--- config.mk ---
export PLATFORM = sky130hd
export DESIGN_NAME = sha1_stream_hasher
export DESIGN_NICKNAME = d
export VERILOG_FILES = /design/src/rtl/core/sha1sh_pkg.sv /design/src/rtl/core/sha1sh_rounds.sv /design/src/rtl/core/sha1_stream_hasher.sv
export SDC_FILE = /design/constraint.sdc
export NUM_CORES = 2
export LEC_CHECK = 0
export ABC_AREA = 1
export BUFFER_PORTS_ARGS = -buffer_cell sky130_fd_sc_hd__buf_4
export CORE_UTILIZATION = 47
export CTS_CLUSTER_SIZE = 25
export DETAILED_ROUTE_END_ITERATION = 16
export SETUP_SLACK_MARGIN = 0.02
export SYNTH_ARGS = -nofsm -noshare
export SYNTH_HDL_FRONTEND = slang
export SYNTH_SLANG_ARGS = --single-unit
--- constraint.sdc ---
create_clock -name clk -period 5.05 [get_ports clk]
set_clock_uncertainty 0.15 [all_clocks]
set_input_delay 1.515 -clock clk [delete_from_list [all_inputs] [get_ports clk]]
set_output_delay 1.515 -clock clk [all_outputs]
set_load 0.02 [all_outputs]
--- src/rtl/core/sha1sh_pkg.sv ---
// Package for the SHA-1 stream hasher.
// Holds the item structs, control structs, state encoding and hash constants.
// Used by sha1sh_rounds and sha1_stream_hasher.
package sha1sh_pkg;

    localparam int unsigned BLOCK_WORDS  = 16;
    localparam int unsigned DIGEST_WORDS = 5;
    localparam int unsigned ROUNDS       = 80;
    localparam logic [5:0]  LEN_POS      = 6'd56;
    localparam logic [7:0]  PAD_MARK     = 8'h80;

    localparam logic [DIGEST_WORDS-1:0][31:0] INIT_VALUE = {
        32'hc3d2e1f0, 32'h10325476, 32'h98badcfe, 32'hefcdab89, 32'h67452301
    };

    localparam logic [31:0] K0 = 32'h5a827999;
    localparam logic [31:0] K1 = 32'h6ed9eba1;
    localparam logic [31:0] K2 = 32'h8f1bbcdc;
    localparam logic [31:0] K3 = 32'hca62c1d6;

    typedef struct packed {
        logic [7:0] data_byte;
        logic       byte_present;
        logic       end_of_message;
    } sha1sh_in_t;

    typedef struct packed {
        logic [31:0] digest_word;
        logic [2:0]  word_index;
        logic        last_word;
    } sha1sh_out_t;

    typedef struct packed {
        logic start;
        logic restart;
    } sha1sh_ctl_t;

    typedef struct packed {
        logic round_en;
        logic expand;
        logic done;
    } sha1sh_stat_t;

    typedef enum logic [1:0] {
        ST_IDLE,
        ST_PAD,
        ST_HASH,
        ST_OUT
    } sha1sh_state_t;

endpackage

--- src/rtl/core/sha1sh_rounds.sv ---
// SHA-1 compression engine: one round per cycle on a shared round unit.
// Holds the chaining value and the working variables; takes one schedule word a round.
// Depends on sha1sh_pkg.
module sha1sh_rounds (
    input  logic                                          clk,
    input  logic                                          rst_n,
    input  sha1sh_pkg::sha1sh_ctl_t                       ctl,
    input  logic [31:0]                                   sched_word,
    output sha1sh_pkg::sha1sh_stat_t                      stat,
    output logic [sha1sh_pkg::DIGEST_WORDS-1:0][31:0]     chain
);
    import sha1sh_pkg::*;

    logic [6:0]  round_reg;
    logic        busy_reg;
    logic [31:0] a_reg, b_reg, c_reg, d_reg, e_reg;
    logic [DIGEST_WORDS-1:0][31:0] cv_reg;

    logic [31:0] f_val;
    logic [31:0] k_val;
    logic [31:0] t_val;
    logic        rounds_left;

    assign rounds_left = round_reg < 7'(ROUNDS);

    always_comb
    begin
        case (round_reg) inside
            [7'd0:7'd19]:
            begin
                f_val = (b_reg & c_reg) | (~b_reg & d_reg);
                k_val = K0;
            end
            [7'd20:7'd39]:
            begin
                f_val = b_reg ^ c_reg ^ d_reg;
                k_val = K1;
            end
            [7'd40:7'd59]:
            begin
                f_val = (b_reg & c_reg) | (b_reg & d_reg) | (c_reg & d_reg);
                k_val = K2;
            end
            default:
            begin
                f_val = b_reg ^ c_reg ^ d_reg;
                k_val = K3;
            end
        endcase
        t_val = {a_reg[26:0], a_reg[31:27]} + f_val + e_reg + k_val + sched_word;
    end

    assign stat.round_en = busy_reg && rounds_left;
    assign stat.expand   = round_reg >= 7'(BLOCK_WORDS);
    assign stat.done     = busy_reg && !rounds_left;
    assign chain         = cv_reg;

    always_ff @(posedge clk or negedge rst_n)
    begin
        if (!rst_n)
        begin
            busy_reg  <= 1'b0;
            round_reg <= '0;
            cv_reg    <= INIT_VALUE;
        end
        else
        begin
            if (ctl.restart)
            begin
                cv_reg <= INIT_VALUE;
            end
            if (ctl.start)
            begin
                busy_reg  <= 1'b1;
                round_reg <= '0;
            end
            else if (stat.round_en)
            begin
                round_reg <= round_reg + 7'd1;
            end
            else if (stat.done)
            begin
                busy_reg  <= 1'b0;
                cv_reg[0] <= cv_reg[0] + a_reg;
                cv_reg[1] <= cv_reg[1] + b_reg;
                cv_reg[2] <= cv_reg[2] + c_reg;
                cv_reg[3] <= cv_reg[3] + d_reg;
                cv_reg[4] <= cv_reg[4] + e_reg;
            end
        end
    end

    always_ff @(posedge clk)
    begin
        if (ctl.start)
        begin
            a_reg <= cv_reg[0];
            b_reg <= cv_reg[1];
            c_reg <= cv_reg[2];
            d_reg <= cv_reg[3];
            e_reg <= cv_reg[4];
        end
        else if (stat.round_en)
        begin
            a_reg <= t_val;
            b_reg <= a_reg;
            c_reg <= {b_reg[1:0], b_reg[31:2]};
            d_reg <= c_reg;
            e_reg <= d_reg;
        end
    end

endmodule

--- src/rtl/core/sha1_stream_hasher.sv ---
// SHA-1 stream hasher top level: byte collection, padding, schedule and digest output.
// Depends on sha1sh_pkg and sha1sh_rounds.
//
// Message bytes are taken one per cycle while the block is idle. The 64th byte of a
// block hands the block to one shared round unit that runs one SHA-1 round per cycle.
// A block pass is a start, the 80 rounds and a chaining update. The start is made in
// the cycle that accepts the 64th byte, and no item is accepted until the pass ends.
// The end of a message adds a padding step that starts one more block pass. It adds
// two such passes when the message leaves 56 or more bytes in its last block. Then
// the digest words H0 to H4 are delivered, each held while the output stalls, after
// which the hasher starts a fresh message.
module sha1_stream_hasher (
    input  logic                     clk,
    input  logic                     rst_n,
    input  logic                     msg_valid,
    output logic                     msg_stall,
    input  sha1sh_pkg::sha1sh_in_t   msg,
    output logic                     digest_valid,
    input  logic                     digest_stall,
    output sha1sh_pkg::sha1sh_out_t  digest
);
    import sha1sh_pkg::*;

    sha1sh_state_t state_reg, state_next;
    logic [5:0]    fill_reg, fill_next;
    logic [63:0]   len_reg, len_next;
    logic          eom_reg, eom_next;
    logic          mark_reg, mark_next;
    logic          lastblk_reg, lastblk_next;
    logic [2:0]    idx_reg, idx_next;
    logic [BLOCK_WORDS-1:0][31:0] win_reg, win_next;

    sha1sh_ctl_t   ctl;
    sha1sh_stat_t  stat;
    logic [DIGEST_WORDS-1:0][31:0] chain;
    logic [31:0]   sched_word;
    logic [31:0]   mix;
    logic          len_here;
    logic [5:0]    pos;

    sha1sh_rounds u_rounds (
        .clk        (clk),
        .rst_n      (rst_n),
        .ctl        (ctl),
        .sched_word (sched_word),
        .stat       (stat),
        .chain      (chain)
    );

    assign mix        = win_reg[13] ^ win_reg[8] ^ win_reg[2] ^ win_reg[0];
    assign sched_word = stat.expand ? {mix[30:0], mix[31]} : win_reg[0];
    assign len_here   = mark_reg || (fill_reg < LEN_POS);

    assign msg_stall          = state_reg != ST_IDLE;
    assign digest_valid       = state_reg == ST_OUT;
    assign digest.digest_word = chain[idx_reg];
    assign digest.word_index  = idx_reg;
    assign digest.last_word   = idx_reg == 3'(DIGEST_WORDS - 1);

    always_comb
    begin
        state_next   = state_reg;
        fill_next    = fill_reg;
        len_next     = len_reg;
        eom_next     = eom_reg;
        mark_next    = mark_reg;
        lastblk_next = lastblk_reg;
        idx_next     = idx_reg;
        win_next     = win_reg;
        ctl          = '0;
        pos          = '0;

        if (stat.round_en)
        begin
            for (int i = 0; i < BLOCK_WORDS - 1; i++)
            begin
                win_next[i] = win_reg[i+1];
            end
            win_next[BLOCK_WORDS-1] = sched_word;
        end

        case (state_reg)
            ST_IDLE:
            begin
                if (msg_valid)
                begin
                    eom_next = msg.end_of_message;
                    if (msg.byte_present)
                    begin
                        win_next[fill_reg[5:2]][{~fill_reg[1:0], 3'b000} +: 8] = msg.data_byte;
                        fill_next = fill_reg + 6'd1;
                        len_next  = len_reg + 64'd8;
                    end
                    if (msg.byte_present && fill_reg == 6'd63)
                    begin
                        ctl.start    = 1'b1;
                        lastblk_next = 1'b0;
                        state_next   = ST_HASH;
                    end
                    else if (msg.end_of_message)
                    begin
                        state_next = ST_PAD;
                    end
                end
            end
            ST_PAD:
            begin
                for (int j = 0; j < BLOCK_WORDS; j++)
                begin
                    for (int b = 0; b < 4; b++)
                    begin
                        pos = 6'(4 * j + b);
                        if (pos >= fill_reg)
                        begin
                            if (!mark_reg && pos == fill_reg)
                            begin
                                win_next[j][8*(3-b) +: 8] = PAD_MARK;
                            end
                            else
                            begin
                                win_next[j][8*(3-b) +: 8] = 8'h00;
                            end
                        end
                    end
                end
                if (len_here)
                begin
                    win_next[BLOCK_WORDS-2] = len_reg[63:32];
                    win_next[BLOCK_WORDS-1] = len_reg[31:0];
                end
                lastblk_next = len_here;
                mark_next    = 1'b1;
                fill_next    = '0;
                ctl.start    = 1'b1;
                state_next   = ST_HASH;
            end
            ST_HASH:
            begin
                if (stat.done)
                begin
                    if (lastblk_reg)
                    begin
                        idx_next   = '0;
                        state_next = ST_OUT;
                    end
                    else if (eom_reg)
                    begin
                        state_next = ST_PAD;
                    end
                    else
                    begin
                        state_next = ST_IDLE;
                    end
                end
            end
            ST_OUT:
            begin
                if (!digest_stall)
                begin
                    if (idx_reg == 3'(DIGEST_WORDS - 1))
                    begin
                        ctl.restart  = 1'b1;
                        fill_next    = '0;
                        len_next     = '0;
                        eom_next     = 1'b0;
                        mark_next    = 1'b0;
                        lastblk_next = 1'b0;
                        idx_next     = '0;
                        state_next   = ST_IDLE;
                    end
                    else
                    begin
                        idx_next = idx_reg + 3'd1;
                    end
                end
            end
            default:
            begin
                state_next = ST_IDLE;
            end
        endcase
    end

    always_ff @(posedge clk or negedge rst_n)
    begin
        if (!rst_n)
        begin
            state_reg   <= ST_IDLE;
            fill_reg    <= '0;
            len_reg     <= '0;
            eom_reg     <= 1'b0;
            mark_reg    <= 1'b0;
            lastblk_reg <= 1'b0;
            idx_reg     <= '0;
        end
        else
        begin
            state_reg   <= state_next;
            fill_reg    <= fill_next;
            len_reg     <= len_next;
            eom_reg     <= eom_next;
            mark_reg    <= mark_next;
            lastblk_reg <= lastblk_next;
            idx_reg     <= idx_next;
        end
    end

    always_ff @(posedge clk)
    begin
        win_reg <= win_next;
    end

endmodule

# ---- Yosys cells after proc, flatten, opt, wreduce, memory -nomap -nowiden
# Index checks and enable logic that the tools add are counted.
dict set report word_totals {
  register_bits 918
  inputBits 14
}
dict set report classes {
  addsub 14
  n_lt_le_gt_ge 76
  n_eq_ne 77
  shifts 2
  n_mux 202
  bitwise 14
  reduce_logical 91
}
# op n
set ops {}
lappend ops {{512-bit 2-to-1 mux} 3}
lappend ops {{8-bit 2-to-1 mux} 128}
lappend ops {{512-bit one-hot mux with 2 select lines} 1}
lappend ops {{160-bit 2-to-1 mux} 4}
lappend ops {{32-bit 2-to-1 mux} 18}
lappend ops {{512-bit bitwise mux} 1}
lappend ops {{64-bit 2-to-1 mux} 5}
lappend ops {{32-bit adder} 9}
lappend ops {{6-bit == test (first input constant)} 32}
lappend ops {{6-bit greater-or-equal comparator (first input constant)} 32}
lappend ops {{32-bit XOR} 5}
lappend ops {{32-bit AND} 4}
lappend ops {{32-bit demux with 4-bit select} 1}
lappend ops {{64-bit one-hot mux with 2 select lines} 1}
lappend ops {{32-bit binary-select mux with 3-bit select} 1}
lappend ops {{5-bit by 6-bit == test with 1-bit output (first input constant)} 16}
lappend ops {{5-bit by 6-bit greater-or-equal comparator with 1-bit output (first input constant)} 16}
lappend ops {{32-bit bitwise OR} 3}
lappend ops {{1-bit logical AND} 71}
lappend ops {{64-bit by 4-bit adder with 64-bit output (second input constant)} 1}
lappend ops {{4-bit by 6-bit == test with 1-bit output (first input constant)} 8}
lappend ops {{4-bit by 6-bit greater-or-equal comparator with 1-bit output (first input constant)} 8}
lappend ops {{32-bit inverter} 1}
lappend ops {{8-bit by 7-bit variable shift with 32-bit output (first input constant)} 1}
lappend ops {{50 further kinds} 106}

# ---- Depth between registers and ports, before layout
dict set report logic_depth {
  depth_word 12
  mapped_depth 30
  depth_no_buf 29
}

# ---- Cells and area by module
# A second synthesis with hierarchy kept.
dict set report hier_totals {
  cells_unflattened 8450
  hier_area_um2 61368.9
}
# mod n_inst cells_each area_per_inst_um2 seq_area_each_um2
set by_module_without_submodules {}
lappend by_module_without_submodules {sha1_stream_hasher 1 4481 32477.4 12126.6}
lappend by_module_without_submodules {sha1sh_rounds 1 3969 28891.5 9108.7}

# ---- Worst setup path after synthesis
# No wires, ideal clock.
dict set report synth_timing {
  path_kind {reg-to-reg}
  start {register u_rounds.round_reg[0]}
  end {register u_rounds.a_reg[20], data pin}
  arrival_time_ps 4655
  required_time_ps 4636
  setup_slack_ps -19
  stages_incl_launch_ff 25
  n_path_buf 1
  cell_sequence {dfrtp_1 -> ha_1 -> nand2_1 -> nand3_1 -> nand2_1 -> inv_2 -> nor2_2 -> inv_2 -> buf_2 -> o221ai_1 -> fa_1 -> fa_1 -> inv_1 -> fa_1 -> inv_1 -> ha_1 -> inv_1 -> o21ai_0 -> a21boi_0 -> nand2_1 -> a21oi_1 -> nand2_1 -> or2_2 -> nand3_1 -> o21ai_0}
}
dict set report synth_via {
  elab_chain_len 11
  elab_cells_between_ends 23
}
# item line
set synth_lines {}
lappend synth_lines {{from (decl)} sha1sh_rounds.sv:14} ;# logic [6:0] round_reg;
lappend synth_lines {{from (signal assigned)} sha1sh_rounds.sv:79} ;# round_reg <= round_reg + 7'd1;
lappend synth_lines {{7-bit by 6-bit greater-or-equal comparator with 1-bit output (no source line) or 7-bit by 6-bit less-or-equal comparator with 1-bit output (tied branches)} -}
lappend synth_lines {{1-bit logical AND (no source line)} -}
lappend synth_lines {{32-bit 2-to-1 mux (3 in a row)} sha1sh_rounds.sv:28} ;# case (round_reg) inside
lappend synth_lines {{32-bit adder (3 in a row)} sha1sh_rounds.sv:50} ;# t_val = {a_reg[26:0], a_reg[31:27]} + f_val + e_reg + k_val + sched_word;
lappend synth_lines {{32-bit adder (*)} sha1sh_rounds.sv:50}
lappend synth_lines {{32-bit 2-to-1 mux (*)} sha1sh_rounds.sv:103} ;# else if (stat.round_en)
lappend synth_lines {{32-bit 2-to-1 mux (*)} sha1sh_rounds.sv:95} ;# if (ctl.start)
lappend synth_lines {{to (signal assigned)} sha1sh_rounds.sv:97} ;# a_reg <= cv_reg[0];
lappend synth_lines {{to (signal assigned)} sha1sh_rounds.sv:105} ;# a_reg <= t_val;
lappend synth_lines {{to (decl)} sha1sh_rounds.sv:16} ;# logic [31:0] a_reg, b_reg, c_reg, d_reg, e_reg;
# Every way passes the cells marked *; elsewhere a longest branch is shown, timed or not. The select of a mux whose other input is x is not followed.
# A chain may end at the register's enable or synchronous reset.

# ---- Worst setup path after layout
dict set report layout_timing {
  start {register u_rounds.round_reg[0]}
  end {register u_rounds.a_reg[27], data pin}
}
# The elaborated chain is that of the path after synthesis.

==> impl_results.md <==
* Total Wirelength at 293,000 um
* Library cells used by synthesis at 76
* Number of fillers in the final layout at about 12,000
* Starting Density at 47.5%
* Synth Area in Compound Gates at 21.4%
* Adder-Cell Fraction of Synth Area at under 10%
* Largest delay contributor family on the critical path: adder cells
* Proportion of synthesized chip area in sequential cells at 35.5%
* Number of enable-type register cells in the synthesized netlist at 160
* Fin worst setup slack at -0.218 ns
* Xor/xnor cell area share of the yosys netlist at 2.77%
* HPWL after detailed placement at 227,000 um
* Crit path kind: register to register
* Data arrival, critical path at 5.64 ns
* First-pass GRT wire length at 416,000 um
* Slowest cell on the critical path: fa_1
* Clk slew on worst S/H paths at about 0.06 ns
* Ratio of cells with drive above 1 in the final layout at around 14%
* I/O pin count at 52
* DR DRC count at 0
* Slew Limit Headroom at a little under a tenth
* Origin of the critical flop-to-flop path: u_rounds.round_reg[0]
* Total gr overflow at 0
* Highest fanout seen on the critical path at 9
* Final hold viol count at 0
* Ordered cell list for the critical path: ha_4 -> inv_2 -> nor2_2 -> nand4_1 -> nand2_4 -> buf_6 -> inv_8 -> buf_12 -> o211ai_1 -> fa_1 -> fa_1 -> inv_2 -> fa_1 -> inv_2 -> ha_4 -> a21oi_4 -> o21ai_2 -> buf_4 -> a21oi_4 -> o211ai_1 -> or2_4 -> nand3_2 -> nand2_1
* Die Wd at ~360 um
* Final Max Tran Viols at 0
* Die area at 129,000 um2
* Netlist area before placement at 59,900 um2
* All-Layer GR Usage at 44.0%
* Yosys synthesis warning count at 0
* Die extent in y at 359 um
* Via density per instance at 6.27
* Hold buffer count at CTS at 0
* Startpoint of the lowest-slack hold path: u_rounds.chain[100]
* Synthesis-to-layout area growth at 16.5%
* Violated checks: setup timing
* Class of the worst hold path: register to register
* Total number of H-tree levels at 3
* Mean Syn Cell Area at 7.29 um2
* Run status: complete, but fails checks
* Buffer cell driving the clock tree root: clkbuf_16
* Number of CTS-inserted buffers at between 100 and 150
* # placed instances at between 10,000 and 15,000
* Finish-stage setup viols at 23
* Via count of the first global-routing pass at 58,793
* Placement-stage worst setup slack at -0.663 ns
* Core footprint at 126,000 um2
* Clk Latency, worst-skew pair at 0.79 ns
* Clock tree from TritonCTS: yes
* IO Port Bufs at 51
* Fin Setup TNS at -2.53 ns
* Async set-or-reset flop fraction in the synthesized netlist at 26.6%
* Crit. End Element: register
* Transition time at the pin with the least slew margin at ~1.3 ns
* Highest attainable clock frequency at between 150 and 200 MHz
* Routed wire length per instance at 28.6 um
* Clock Path Buffers at 3
* Main synth FF type: dfxtp_1
* Detailed-routing iteration count for the pre-antenna-repair pass at 9
* Largest net degree at the start of global routing at 154
* Critical Path Max Stage Delay at 0.59 ns
* Flip-flop count of the largest register, all copies and words added at 512
* Final worst path period need at 5.27 ns
* Number of nets in the final layout at between 8,000 and 9,000
* Number of synthesized register bits at 915
* Cell count after synthesis at 8,209
* CP Launch Point: u_rounds.round_reg[0]
* Routability cong. at 1.10
* Dominant combinational cell family by area after synthesis: simple AND/OR/NAND/NOR gates
* Number of rows in the core area at 130
* Final std cells w/o fill at 10,243
* # Max-Cap Violations at 0
* Multiplexer share of the synthesized area at 0.585%
* Startpoint kind of the worst setup timing path: register
* Synthesized-area fraction occupied by and/or/nand/nor cells at 21.9%
* Count of routing violations after the opening detailed-route iteration at 10,054
* Setup repair after global routing missed its margin: true
* Via count at between 60,000 and 70,000
* Share of the cycle needed by the critical path after routing at 104%
* Bufs and invs on worst path at 7
* Number of nets in the synthesized netlist at 8,552
* Critical path data required time at around 5.4 ns
* # clock sinks at 915
* Number of nets with antenna violations after routing at 0
* Antenna violations before repair at 18
==> per-layer routing <==
metal  part of all wire (%)  vias up  track usage [%]
li1                       -    28255                -
met1                     42    30924             62.3
met2                     39     4260             58.8
met3                     15      717             17.7
met4                    4.6       28             16.7
met5                   0.14        -            0.592
==> area by class of cell <==
class | count | area, um2 | area share, %
Multi-Input combinational cell | 5825 | 34100 | 49.0
Sequential cell | 915 | 21200 | 30.5
Antenna cell | 3 | 7.51 | 0.0108
Inverter | 1155 | 4380 | 6.28
Clock buffer | 154 | 3130 | 4.48
Timing Repair Buffer | 495 | 4130 | 5.92
Tap cell | 1650 | 2060 | 2.96
Clock inverter | 46 | 652 | 0.935
==> path summary, 6_finish.rpt <==
kind	to	slack [ns]	cells after the start
max in group asynchronous	u_rounds.chain[101]	3.13	2
min reg2reg	u_rounds.chain[100]	0.35	2
max reg2reg	u_rounds.a_reg[27]	-0.22	23
max	u_rounds.a_reg[27]	-0.22	23
min	u_rounds.chain[100]	0.35	2
min in group asynchronous	u_rounds.chain[14]	0.65	1
==> cells in the final DEF, fill, tap and decap left out, drive strengths merged, types with 208 or more instances in the layout <==
cell type  count
nand3        335
ha           208
o21ai        933
dfxtp        512
nor2         900
o22ai        307
inv         1158
buf          494
nand2       1661
a21oi        373
==> Yosys cell counts (all sizes together) (10+ instances only) <==
cell type  instances  area, um2
a31oi             23        144
dfxtp            512      10200
fa               121       2420
nor3              88        470
a22oi             33        248
nor2             900       3580
o22ai            307       1950
ha               208       2600
nand3b            19        143
o32ai            125       1100
o21bai            24        180
edfxtp           160       4800
o21a              19        143
nand4             84        538
inv             1151       4330
xnor2            120       1050
o221ai           102        900
a32oi             10       87.6
a21o              30        225
buf              121        624
nand2           1661       6290
xor2              69        604
o21ai            933       4710
or2               30        188
dfstp             80       2100
a21oi            373       1920
nor4              21        165
clkbuf           193        726
o211ai            73        553
a21boi            25        188
mux2i             35        350
o31ai             21        163
nand3            335       1680
dfrtp            163       4080
==> tightest hold or removal path, delay by kind of cell (launching register included) <==
family / cells / cell delay, ns
buf+inv: 1 / 0.07
flops: 1 / 0.38
compound gates: 1 / 0.05
==> metrics by stage <==
step | instance area, um2 | hold slack [ns] | utilization [%]
2_1_floorplan | 59900 | 0.285 | -
5_1_grt | 69700 | 0.378 | 55.4
6_report | 69700 | 0.354 | 55.4
3_3_place_gp | 64500 | 0.325 | 51.2
4_1_cts | 69000 | 0.343 | 54.8
3_5_place_dp | 64500 | 0.324 | 51.2
==> cells by family (layout without fill, tap and decap cells) <==
| family | count (synthesis) | after routing |
|---|---|---|
| XOR/XNOR | 189 | 189 |
| flip-flops | 915 | 915 |
| other | 0 | 3 |
| buffers and inverters | 1469 | 1850 |
| multiplexers | 35 | 35 |
| AO/OA/AOI/OAI | 2126 | 2126 |
| AND/OR/NAND/NOR | 3146 | 3146 |
| adder cells (fa/ha/maj) | 329 | 329 |
==> what timing repair did <==
| action | in CTS | in global routing |
|---|---|---|
| pin swaps | 52 | 73 |
| endpoints found under the hold margin | 0 | 0 |
| cloned | 0 | 1 |
| setup buffers | 11 | 19 |
| endpoints found under the setup margin | 31 | 27 |
| gates resized for setup | 149 | 147 |
Power is not shown: default switching activity piles up to over one toggle a cycle in this logic, so the estimate is an artifact.
